## config.mk

```make
export PLATFORM = sky130hd
export DESIGN_NAME = pgoe_queue
export DESIGN_NICKNAME = d
export VERILOG_FILES = /design/src/pgoe_pkg.sv /design/src/pgoe_queue.sv
export SDC_FILE = /design/constraint.sdc
export NUM_CORES = 1
export LEC_CHECK = 0
export ABC_AREA = 1
export BUFFER_PORTS_ARGS = -buffer_cell sky130_fd_sc_hd__buf_2
export CAP_MARGIN = 30
export CORE_MARGIN = 10
export CORE_UTILIZATION = 61
export DETAILED_ROUTE_END_ITERATION = 6
export PLACE_DENSITY = 0.95
export SLEW_MARGIN = 20
export SYNTH_ARGS = -nofsm -noshare
export SYNTH_HDL_FRONTEND = slang
export SYNTH_SLANG_ARGS = --single-unit
```

## constraint.sdc

```tcl
create_clock -name clk -period 4 [get_ports clk]
set_clock_uncertainty 0.05 [all_clocks]
set_input_delay 0.2 -clock clk [delete_from_list [all_inputs] [get_ports clk]]
set_output_delay 0.2 -clock clk [all_outputs]
set_load 0.02 [all_outputs]
```

## src/pgoe_pkg.sv

```systemverilog
// Shared types and constants of the pixel calibrator.
`timescale 1ns / 1ps

package pgoe_pkg;

  typedef enum logic [1:0] {
    OP_EVENT  = 2'd0,
    OP_GAIN   = 2'd1,
    OP_OFFSET = 2'd2,
    OP_ENERGY = 2'd3
  } opcode_t;

  typedef enum logic [1:0] {
    QUAD_LL = 2'd0,
    QUAD_LR = 2'd1,
    QUAD_UR = 2'd2,
    QUAD_UL = 2'd3
  } quadrant_t;

  // Classified request as it travels from the front end to the back end.
  typedef struct packed {
    opcode_t     kind;
    logic [11:0] pha;
    logic        last;
    logic [15:0] data;
  } cmd_t;

  localparam int QUEUE_DEPTH = 4;

  // Products at or below this value truncate to a nonzero negative PI.
  localparam logic signed [34:0] NEG_LIMIT = -35'sd262144;

endpackage

```

## src/pgoe_queue.sv

```systemverilog
// Short queue between the front end and the back end.
`timescale 1ns / 1ps

module pgoe_queue import pgoe_pkg::*; #(
  parameter int WIDTH = 32
) (
  input  logic             clk,
  input  logic             rst,
  input  logic             push,
  input  logic [WIDTH-1:0] push_data,
  output logic             ready,
  input  logic             pop,
  output logic             head_valid,
  output logic [WIDTH-1:0] head_data
);

  localparam int PTRW = $clog2(QUEUE_DEPTH);
  localparam int CNTW = $clog2(QUEUE_DEPTH + 1);

  logic [WIDTH-1:0] entries [QUEUE_DEPTH];
  logic [PTRW-1:0]  wr_ptr;
  logic [PTRW-1:0]  rd_ptr;
  logic [CNTW-1:0]  count;
  logic             do_pop;

  assign ready      = count != CNTW'(QUEUE_DEPTH);
  assign head_valid = count != '0;
  assign head_data  = entries[rd_ptr];
  assign do_pop     = pop && head_valid;

  always_ff @(posedge clk) begin
    if (push) begin
      entries[wr_ptr] <= push_data;
    end
  end

  always_ff @(posedge clk) begin
    if (rst) begin
      wr_ptr <= '0;
      rd_ptr <= '0;
      count  <= '0;
    end else begin
      if (push) begin
        wr_ptr <= (wr_ptr == PTRW'(QUEUE_DEPTH - 1)) ? '0 : wr_ptr + 1'b1;
      end
      if (do_pop) begin
        rd_ptr <= (rd_ptr == PTRW'(QUEUE_DEPTH - 1)) ? '0 : rd_ptr + 1'b1;
      end
      case ({push, do_pop})
        2'b10:   count <= count + 1'b1;
        2'b01:   count <= count - 1'b1;
        default: count <= count;
      endcase
    end
  end

endmodule

```

==> run_results.csv <==
group,metric,value,unit
drt,wl,11610,um
pwr,ir_worst_vdd,0.4588,mV
drt,top_layer_used,"met4",
yosys,syn-cell-area,0.005259,mm^2
cts,cts_tree,"built",
cells_and_area,design_area,0.006593,mm^2
pwr,seq_power_share,0.402,
cells_and_area,layout_common_cells,"edfxtp_1, buf_2, nor2_1, o21ai_0, dlygate4sd3_1",
pwr,combPwrFrac,0.220,
placed_design,port-buffer-count,69,
grt,grt_usage,0.1806,
pwr,p_int,2960,uW
yosys,synth.distinct_cells,22,
grt,antenna_found_initial,1,
setup_path,r2r-start,"wr_ptr[0]",
drt,viasPerCell,5.707,
cells_and_area,layout.nets,525,
yosys,ys_ff_latch,137,
placed_design,hpwl,6545,um
setup_path,critPathKind,"reg -> out",
hold_path,min_from,"push",
pwr,p_clk_frac,0.378,
yosys,synth_top_area_frac,0.7309,
drt,drt-initial-drc-count,238,
timing,hold_viol,0,
floorplanning,start_util,0.6336,
pwr,powerDensity,640.3,mW/mm^2
timing,timing.final.crit_share,0.6125,
cells_and_area,syn_to_final_growth,25.36,%
yosys,ys_warn_count,0,
pwr,switching_power,1261,uW
drt,via_count,3430,
floorplanning,ios,70,
cells_and_area,fillers,446,
grt,grt_pass1_vias,3662,
setup_path,cpMaxStageDelayCell,"dfxtp_2",
setup_path,required,3.75,ns
grt,grt-ovfl-total,0,
placed_design,post-place-cells,534,
yosys,yosysSeqAreaShare,0.7652,
drt,dr_wl_met3,913,um
floorplanning,die_w,112.9,um
drt,wl_met1,4513,um
drt,dr_wl_met2,5941,um
floorplanning,rows,33,
drt,ant_nets,0,
timing,setup_ws,1.550,ns
cells_and_area,utilization,0.7944,
grt,grt_max_degree,65,
cells_and_area,final_cell_count_no_fill,601,
placed_design,gp_congestion,0.7658,
cells_and_area,layout_commonest_cell,"edfxtp_1",
cells_and_area,multi_input_area,0.001002,mm^2
timing,setup_violations,0,
timing,rsz0062_at_grt,"false",
drt,dr.pass1.iters,5,
timing,slew_violations,0,
timing,setup_tns,0,ns
pwr,switching_share,0.2989,
yosys,syn_inst,373,
placed_design,pre_cts_ws,2.010,ns
drt,wl_per_cell,19.32,um
floorplanning,die_y,112.9,um
cells_and_area,drive_gt1_frac,0.2222,
yosys,synth.net_count,416,
setup_path,start_kind,"flop",
setup_path,endpoint_kind,"output pin",
cts,clkLatencyLatePin,0.51,ns
setup_path,crit_buf_inv,3,
setup_path,crit_arrival,2.20,ns
outcome,status,"complete, no violations",
drt,drcViolationCount,0,
cts,cts_max_level,4,
pwr,leakagePower,0.002459,uW
cts,clkTransAtPathRegs,0.06,ns
setup_path,critPathMaxStageDelay,0.68,ns
cts,clockBufferDepth,2,
cells_and_area,seq_area,0.004025,mm^2
floorplanning,die-area,0.01274,mm^2
timing,period_minus_slack,2.450,ns
setup_path,crit_family,"flip-flops",
placed_design,placed_area,0.005637,mm^2
timing,relSlewSlack,0.5315,
yosys,synthTopCellsByArea,"edfxtp_1, nor2_1, o22ai_1, o21ai_0, dfxtp_1",
cts,clock-sinks,137,
cts,cts_root_buffer,"clkbuf_8",
timing,tightest_slew,0.7019,ns
cts,cts-buffers-inserted,17,
timing,fmax,0.4082,GHz
cts,cts_setup_buffers,0,
grt,grt_pass1_wl,18150,um
setup_path,path_cells,"buf_12 > inv_8 > o21ai_1 > o22ai_1 > buf_2",
yosys,synth.avg_cell_area,14.10,um^2
run,drv_cap,0,
yosys,yosysTopAreaCell,"edfxtp_1",
floorplanning,core_area,0.008299,mm^2
cts,cts_resized,0,
setup_path,cp_max_fo,64,
hold_path,min_path_type,"in -> reg",
cell usage after synthesis:
cell type,n
buf_2,6
dfxtp_1,9
nor3_1,1
o21ai_1,28
or2_2,1
nand4_1,1
nand3_1,5
nand2_1,10
and2_1,1
o22ai_1,32
inv_1,16
buf_4,3
inv_2,1
fa_1,1
o21ai_0,39
ha_1,6
a21oi_1,6
buf_6,9
inv_8,1
clkbuf_1,1
edfxtp_1,128
nor2_1,68
worst reg2reg max path, cell delays in order (launching register included):
cell     delay, ns
dfxtp_1       0.40
ha_1          0.20
nand2_1       0.08
inv_1         0.52
buf_4         0.40
routing by layer:
layer	track usage	vias to the layer above
li1	-	1597
met1	0.1918	1646
met2	0.3241	162
met3	0.05388	25
met4	0.07868	0
met5	0	-
cells by family after synthesis:
family / synth area share
buffers and inverters: 0.04425
DFF: 0.7652
AOI/OAI and AO/OA: 0.1075
adders and majority gates: 0.01808
and+or+nand+nor: 0.06495
final timing paths:
check                                     end  cells after the start  slack [ns]
worst max-delay path            head_data[25]                      5        1.55
worst min-delay path                wr_ptr[1]                      3        0.02
worst max register to register  entries[3][8]                      4        2.02
worst min register to register           flop                      2        0.49
metrics by stage:
step,total power [uW],hold slack (ns)
after CTS,4221,0.01346
after global placement,2563,0.3252
final,4221,0.02275
after global routing,4380,0.04988
after detailed placement,2611,0.3267
after floorplan,2353,0.2224
state kept, by name, summed over array words and instances, names as in the netlist, named ones only:
name	flops
count	3
entries	128
rd_ptr	2
wr_ptr	2
final cells by class:
| cell class | count | area share |
|---|---|---|
| clock inverters | 14 | 0.02961 |
| clock buffers | 18 | 0.06339 |
| diodes | 1 | 0.0003796 |
| flip-flops and latches | 137 | 0.6106 |
| repair buffers | 109 | 0.1127 |
| well taps | 105 | 0.01993 |
| inverters | 18 | 0.01139 |
| multi-input cells | 199 | 0.1520 |
power groups by stage:
stage               Combinational, uW  Clock (uW)  Sequential, uW
CTS                               929        1590            1700
global route                     1010        1660            1700
global placement                  820           0            1740
floorplan                         654           0            1700
finish                            927        1600            1700
detailed placement                887           0            1720
what timing repair did:
item | CTS | global route
hold buffers | 34 | 0
setup endpoints to repair | 0 | 0
hold endpoints to repair | 137 | 0
Power figures use the tool's default switching activity.
