===== src/pgoe_pkg.sv =====
// Shared types and constants of the pixel calibrator.
`timescale 1ns / 1ps

package pgoe_pkg;

  typedef enum logic [1:0] {
    OP_EVENT  = 2'd0,
    OP_GAIN   = 2'd1,
    OP_OFFSET = 2'd2,
    OP_ENERGY = 2'd3
  } opcode_t;

  typedef enum logic [1:0] {
    QUAD_LL = 2'd0,
    QUAD_LR = 2'd1,
    QUAD_UR = 2'd2,
    QUAD_UL = 2'd3
  } quadrant_t;

  // Classified request as it travels from the front end to the back end.
  typedef struct packed {
    opcode_t     kind;
    logic [11:0] pha;
    logic        last;
    logic [15:0] data;
  } cmd_t;

  localparam int QUEUE_DEPTH = 4;

  // Products at or below this value truncate to a nonzero negative PI.
  localparam logic signed [34:0] NEG_LIMIT = -35'sd262144;

endpackage


===== src/pgoe_if.sv =====
// Request and result channel interfaces of the pixel calibrator.
`timescale 1ns / 1ps

interface pgoe_in_if;
  logic        valid;
  logic        ready;
  logic [1:0]  opcode;
  logic [1:0]  quadrant;
  logic [5:0]  local_x;
  logic [5:0]  local_y;
  logic [11:0] pulse_height;
  logic [13:0] table_index;
  logic [15:0] load_word;
  logic [15:0] load_upper;
  logic        last_in;

  modport source (
    output valid, opcode, quadrant, local_x, local_y, pulse_height,
    output table_index, load_word, load_upper, last_in,
    input  ready
  );
  modport sink (
    input  valid, opcode, quadrant, local_x, local_y, pulse_height,
    input  table_index, load_word, load_upper, last_in,
    output ready
  );
endinterface



===== src/pgoe_front.sv =====
// Front end: accepts requests, places event pixels on the detector, checks loads.
`timescale 1ns / 1ps

module pgoe_front import pgoe_pkg::*; #(
  parameter int DET_WIDTH  = 128,
  parameter int DET_HEIGHT = 128,
  parameter int CHANNELS   = 512
) (
  pgoe_in_if.sink events,
  input  logic    queue_ready,
  output logic    push,
  output cmd_t    cmd,
  output logic [((($clog2(DET_WIDTH * DET_HEIGHT)) > ($clog2(CHANNELS)))
                 ? $clog2(DET_WIDTH * DET_HEIGHT) : $clog2(CHANNELS)) - 1:0] addr
);

  localparam int PIX_COUNT = DET_WIDTH * DET_HEIGHT;
  localparam int PW  = $clog2(PIX_COUNT);
  localparam int CW  = $clog2(CHANNELS);
  localparam int AW  = (PW > CW) ? PW : CW;
  localparam int XSW = $clog2(DET_WIDTH + 64);
  localparam int YSW = $clog2(DET_HEIGHT + 64);
  localparam int XW  = $clog2(DET_WIDTH);
  localparam int YW  = $clog2(DET_HEIGHT);

  quadrant_t       quad;
  opcode_t         op;
  logic [XSW-1:0]  x_sum;
  logic [YSW-1:0]  y_sum;
  logic [XW-1:0]   det_x;
  logic [YW-1:0]   det_y;
  logic [PW-1:0]   pix;
  logic [16:0]     bound_sum;
  logic            keep;

  assign quad = quadrant_t'(events.quadrant);
  assign op   = opcode_t'(events.opcode);

  always_comb begin
    x_sum = XSW'(events.local_x);
    y_sum = YSW'(events.local_y);
    if (quad == QUAD_LR || quad == QUAD_UR) begin
      x_sum = x_sum + XSW'(DET_WIDTH / 2);
    end
    if (quad == QUAD_UR || quad == QUAD_UL) begin
      y_sum = y_sum + YSW'(DET_HEIGHT / 2);
    end
    // Clip coordinates that run past the detector edge.
    det_x = (x_sum > XSW'(DET_WIDTH - 1)) ? XW'(DET_WIDTH - 1) : x_sum[XW-1:0];
    det_y = (y_sum > YSW'(DET_HEIGHT - 1)) ? YW'(DET_HEIGHT - 1) : y_sum[YW-1:0];
    pix   = PW'(det_y) * PW'(DET_WIDTH) + PW'(det_x);
  end

  assign bound_sum = {1'b0, events.load_word} + {1'b0, events.load_upper};

  always_comb begin
    cmd.kind = op;
    cmd.pha  = events.pulse_height;
    cmd.last = events.last_in;
    cmd.data = events.load_word;
    addr     = AW'(events.table_index);
    keep     = 1'b0;
    unique case (op)
      OP_EVENT: begin
        keep = 1'b1;
        addr = AW'(pix);
      end
      OP_GAIN, OP_OFFSET: begin
        keep = 32'(events.table_index) < PIX_COUNT;
      end
      OP_ENERGY: begin
        keep     = 32'(events.table_index) < CHANNELS;
        cmd.data = bound_sum[16:1];
      end
      default: begin
        keep = 1'b0;
      end
    endcase
  end

  // Drop out-of-range loads here; they are still accepted.
  assign events.ready = queue_ready;
  assign push         = events.valid && queue_ready && keep;

endmodule


===== src/flat_wrapper.sv =====
// flat-port wrapper written by rule: the top's interface ports become plain ports
module pgoe_front_flat import pgoe_pkg::*;
#(
  parameter int DET_WIDTH  = 128,
  parameter int DET_HEIGHT = 128,
  parameter int CHANNELS   = 512
)
  (queue_ready, push, cmd, addr, events_valid, events_opcode, events_quadrant, events_local_x, events_local_y, events_pulse_height, events_table_index, events_load_word, events_load_upper, events_last_in, events_ready);
  pgoe_in_if events_i ();
  input  logic queue_ready;
  output logic push;
  output cmd_t cmd;
  output logic [((($clog2(DET_WIDTH * DET_HEIGHT)) > ($clog2(CHANNELS)))
                 ? $clog2(DET_WIDTH * DET_HEIGHT) : $clog2(CHANNELS)) - 1:0] addr;
  input wire logic [$bits(events_i.valid)-1:0] events_valid;
  input wire logic [$bits(events_i.opcode)-1:0] events_opcode;
  input wire logic [$bits(events_i.quadrant)-1:0] events_quadrant;
  input wire logic [$bits(events_i.local_x)-1:0] events_local_x;
  input wire logic [$bits(events_i.local_y)-1:0] events_local_y;
  input wire logic [$bits(events_i.pulse_height)-1:0] events_pulse_height;
  input wire logic [$bits(events_i.table_index)-1:0] events_table_index;
  input wire logic [$bits(events_i.load_word)-1:0] events_load_word;
  input wire logic [$bits(events_i.load_upper)-1:0] events_load_upper;
  input wire logic [$bits(events_i.last_in)-1:0] events_last_in;
  output wire logic [$bits(events_i.ready)-1:0] events_ready;
  assign events_i.valid = events_valid;
  assign events_i.opcode = events_opcode;
  assign events_i.quadrant = events_quadrant;
  assign events_i.local_x = events_local_x;
  assign events_i.local_y = events_local_y;
  assign events_i.pulse_height = events_pulse_height;
  assign events_i.table_index = events_table_index;
  assign events_i.load_word = events_load_word;
  assign events_i.load_upper = events_load_upper;
  assign events_i.last_in = events_last_in;
  assign events_ready = events_i.ready;
  pgoe_front #(.DET_WIDTH(DET_WIDTH), .DET_HEIGHT(DET_HEIGHT), .CHANNELS(CHANNELS)) u_core (.events(events_i), .queue_ready(queue_ready), .push(push), .cmd(cmd), .addr(addr));
endmodule

===== config.mk =====
export PLATFORM = sky130hd
export DESIGN_NAME = pgoe_front_flat
export DESIGN_NICKNAME = d
export VERILOG_FILES = /design/src/pgoe_pkg.sv /design/src/pgoe_if.sv /design/src/pgoe_front.sv /design/src/flat_wrapper.sv
export SDC_FILE = /design/constraint.sdc
export NUM_CORES = 1
export LEC_CHECK = 0
export BUFFER_PORTS_ARGS = -buffer_cell sky130_fd_sc_hd__buf_2
export CORE_MARGIN = 5
export CORE_UTILIZATION = 42
export DETAILED_ROUTE_END_ITERATION = 12
export PLACE_DENSITY = 0.86
export SYNTH_ARGS = -nofsm -noshare
export SYNTH_HDL_FRONTEND = slang
export SYNTH_SLANG_ARGS = --single-unit

===== constraint.sdc =====
create_clock -name vclk -period 2.7
set_input_delay 0 -clock vclk [all_inputs]
set_output_delay 0 -clock vclk [all_outputs]
set_load 0.005 [all_outputs]

==> results_dict.tcl <==
set metrics [dict create \
    status "complete, no violations" \
    drc 0 \
    design.seq.count 0 \
    peakVddDrop_mv 0.09377 \
    setup_slack_ns 0.5263 \
    grt_overflow 0 \
    avgSynthCellArea_um2 6.953 \
    grt_pass1_wl_um 6727 \
    p_sw_mw 0.1735 \
    dpl.cell_count 312 \
    die_w_um 66.38 \
    ff_latch_area_um2 0 \
    critical_path_arrival_ns 2.17 \
    critPathKind "in2out" \
    holdBufCountCts 0 \
    dr_total_vias 1681 \
    final.period_utilization_pct 80.51 \
    fin_tns_setup_ns 0 \
    drv_cap 0 \
    slew_headroom_pct 33.19 \
    max_freq_ghz 0.4600 \
    netlist_area_um2 1335 \
    drive_gt1_share_pct 43.66 \
    dp_slack_ns 0.5536 \
    routedWlPerCell_um 13.82 \
    critPathMaxFanout 6 \
    drtAntennaViolNets 0 \
    grt_pass1_vias 1518 \
    p_total_mw 0.3364 \
    io_buffers 98 \
    max_slew.worst_pin.slew_ns 0.9985 \
    final_net_count 365 \
    drt-total-wl_um 4311 \
    pwr-share-comb_pct 100.0 \
    postLayoutCoreUtil_pct 57.05 \
    die_h_um 66.38 \
    worstPathRequired_ns 2.70 \
    post_cts_buffers 0 \
    p_int_mw 0.1629 \
    post_cts_resized 0 \
    start_kind "input pin" \
    grt_use_total_pct 18.22 \
    core_area_um2 3053 \
    p_seq_share_pct 0 \
    clkPwrFrac_pct 0 \
    worstHoldPathType "in2out" \
    n_antenna_cell 0 \
    p_per_area_nw_per_um2 193.1 \
    placed_area_um2 1742 \
    endpoint_kind "primary output" \
    dpl.hpwl_um 3711 \
    switching_share_pct 51.57 \
    viasPerCell 5.388 \
    synth_fp_nets 287 \
    final-setup-viol-count 0 \
    area_growth_pct 30.46 \
    rows 20 \
    p_leak_nw 0.9125 \
    holdWs_ns 0.000001981 \
    final_cell_area_um2 1742 \
    hold_viol 0 \
    maxSlewViolCount 0 \
    antenna_found_initial 0 \
    die_area_um2 4406 \
    final_cells 312 \
    firstDrtPassIters 4 \
    grt_max_degree 24 \
    rsz0062_at_grt "no" \
    fillers 319 \
    yosys_warnings 0 \
    initial_core_util_pct 43.73 \
    synthCells 192 \
    period_needed_ns 2.174 \
    synth_seq_area_share_pct 0 \
    num_io_pins 124 \
    clkbuf_count 0 \
    worstHoldPathCells 0 \
    yosysUniqueCellTypes 44 \
    gp_congestion 0.8443 \
    drtIter0Drc 118 \
]
final timing paths:
check	slack [ns]	end	from
worst max-delay path	0.53	cmd[11]	events_load_word[0]
worst min-delay path	0.000002	cmd[25]	events_pulse_height[8]
per-layer routing:
layer	part of all wire, %	track usage [%]	vias up
met2	52	32.84	44
met4	0.32	2.030	0
met5	0	0	-
met1	42	23.82	768
li1	-	-	867
met3	5.4	1.701	2
worst max-delay path, cell delays in order:
cell and delay (ns):
buf_2 0.11, and2_1 0.16, fa_1 0.41, a21o_1 0.22, a221oi_2 0.41, o31ai_2 0.19, or4_1 0.48, nand3_1 0.08
buf_2 0.11
area by class of cell:
class,count,area [um^2],share of cell area [%]
Timing Repair Buffer,99,498.0,28.59
Multi-Input combinational cell,167,1181,67.82
Tap cell,44,55.05,3.161
Inverter,2,7.507,0.4310
kinds of logic after synthesis:
family | after synthesis | share of synthesized area [%]
AND/OR/NAND/NOR | 70 | 24.55
multiplexers | 14 | 12.00
AO/OA/AOI/OAI | 60 | 31.21
buffers and inverters | 25 | 11.53
XOR/XNOR | 5 | 3.281
adder cells (fa/ha/maj) | 18 | 17.43
synthesized netlist by cell type (all sizes together) (2+ instances only):
library cell   n  area (um^2)
nand2         26        97.59
ha            17        212.7
buf           16        120.1
nor2          14        52.55
o21ai         14        70.07
mux2          13        150.1
a21oi         12        60.06
nand3         11        55.05
clkbuf         7        26.28
o31ai          6        50.05
a21o           5        37.54
a211o          4        36.29
nor3           4        20.02
o21a           4        30.03
and3           3        20.02
xnor2          3        26.28
a211oi         2        15.01
a21boi         2        15.01
and2           2        12.51
inv            2        7.510
nand4          2        12.51
nor3b          2        15.01
o211ai         2        15.01
or4            2        15.01
xor2           2        17.52
power groups by stage:
stage | Combinational [mW] | Clock (mW) | Sequential (mW)
floorplan | 0.221 | 0 | 0
global placement | 0.327 | 0 | 0
detailed placement | 0.335 | 0 | 0
CTS | 0.337 | 0 | 0
global route | 0.377 | 0 | 0
finish | 0.336 | 0 | 0
cells in the final DEF, fill, tap and decap left out, drive strengths merged, types with 2 or more instances in the layout:
cell type,count
buf,99
nand2,26
ha,17
nor2,14
o21ai,14
mux2,13
a21oi,12
nand3,11
o31ai,6
a21o,5
nor3,4
o21a,4
a211o,4
xnor2,3
and3,3
inv,2
and2,2
nand4,2
a21boi,2
a211oi,2
o211ai,2
nor3b,2
or4,2
xor2,2
Note: power is estimated with default switching activity, not from simulation.
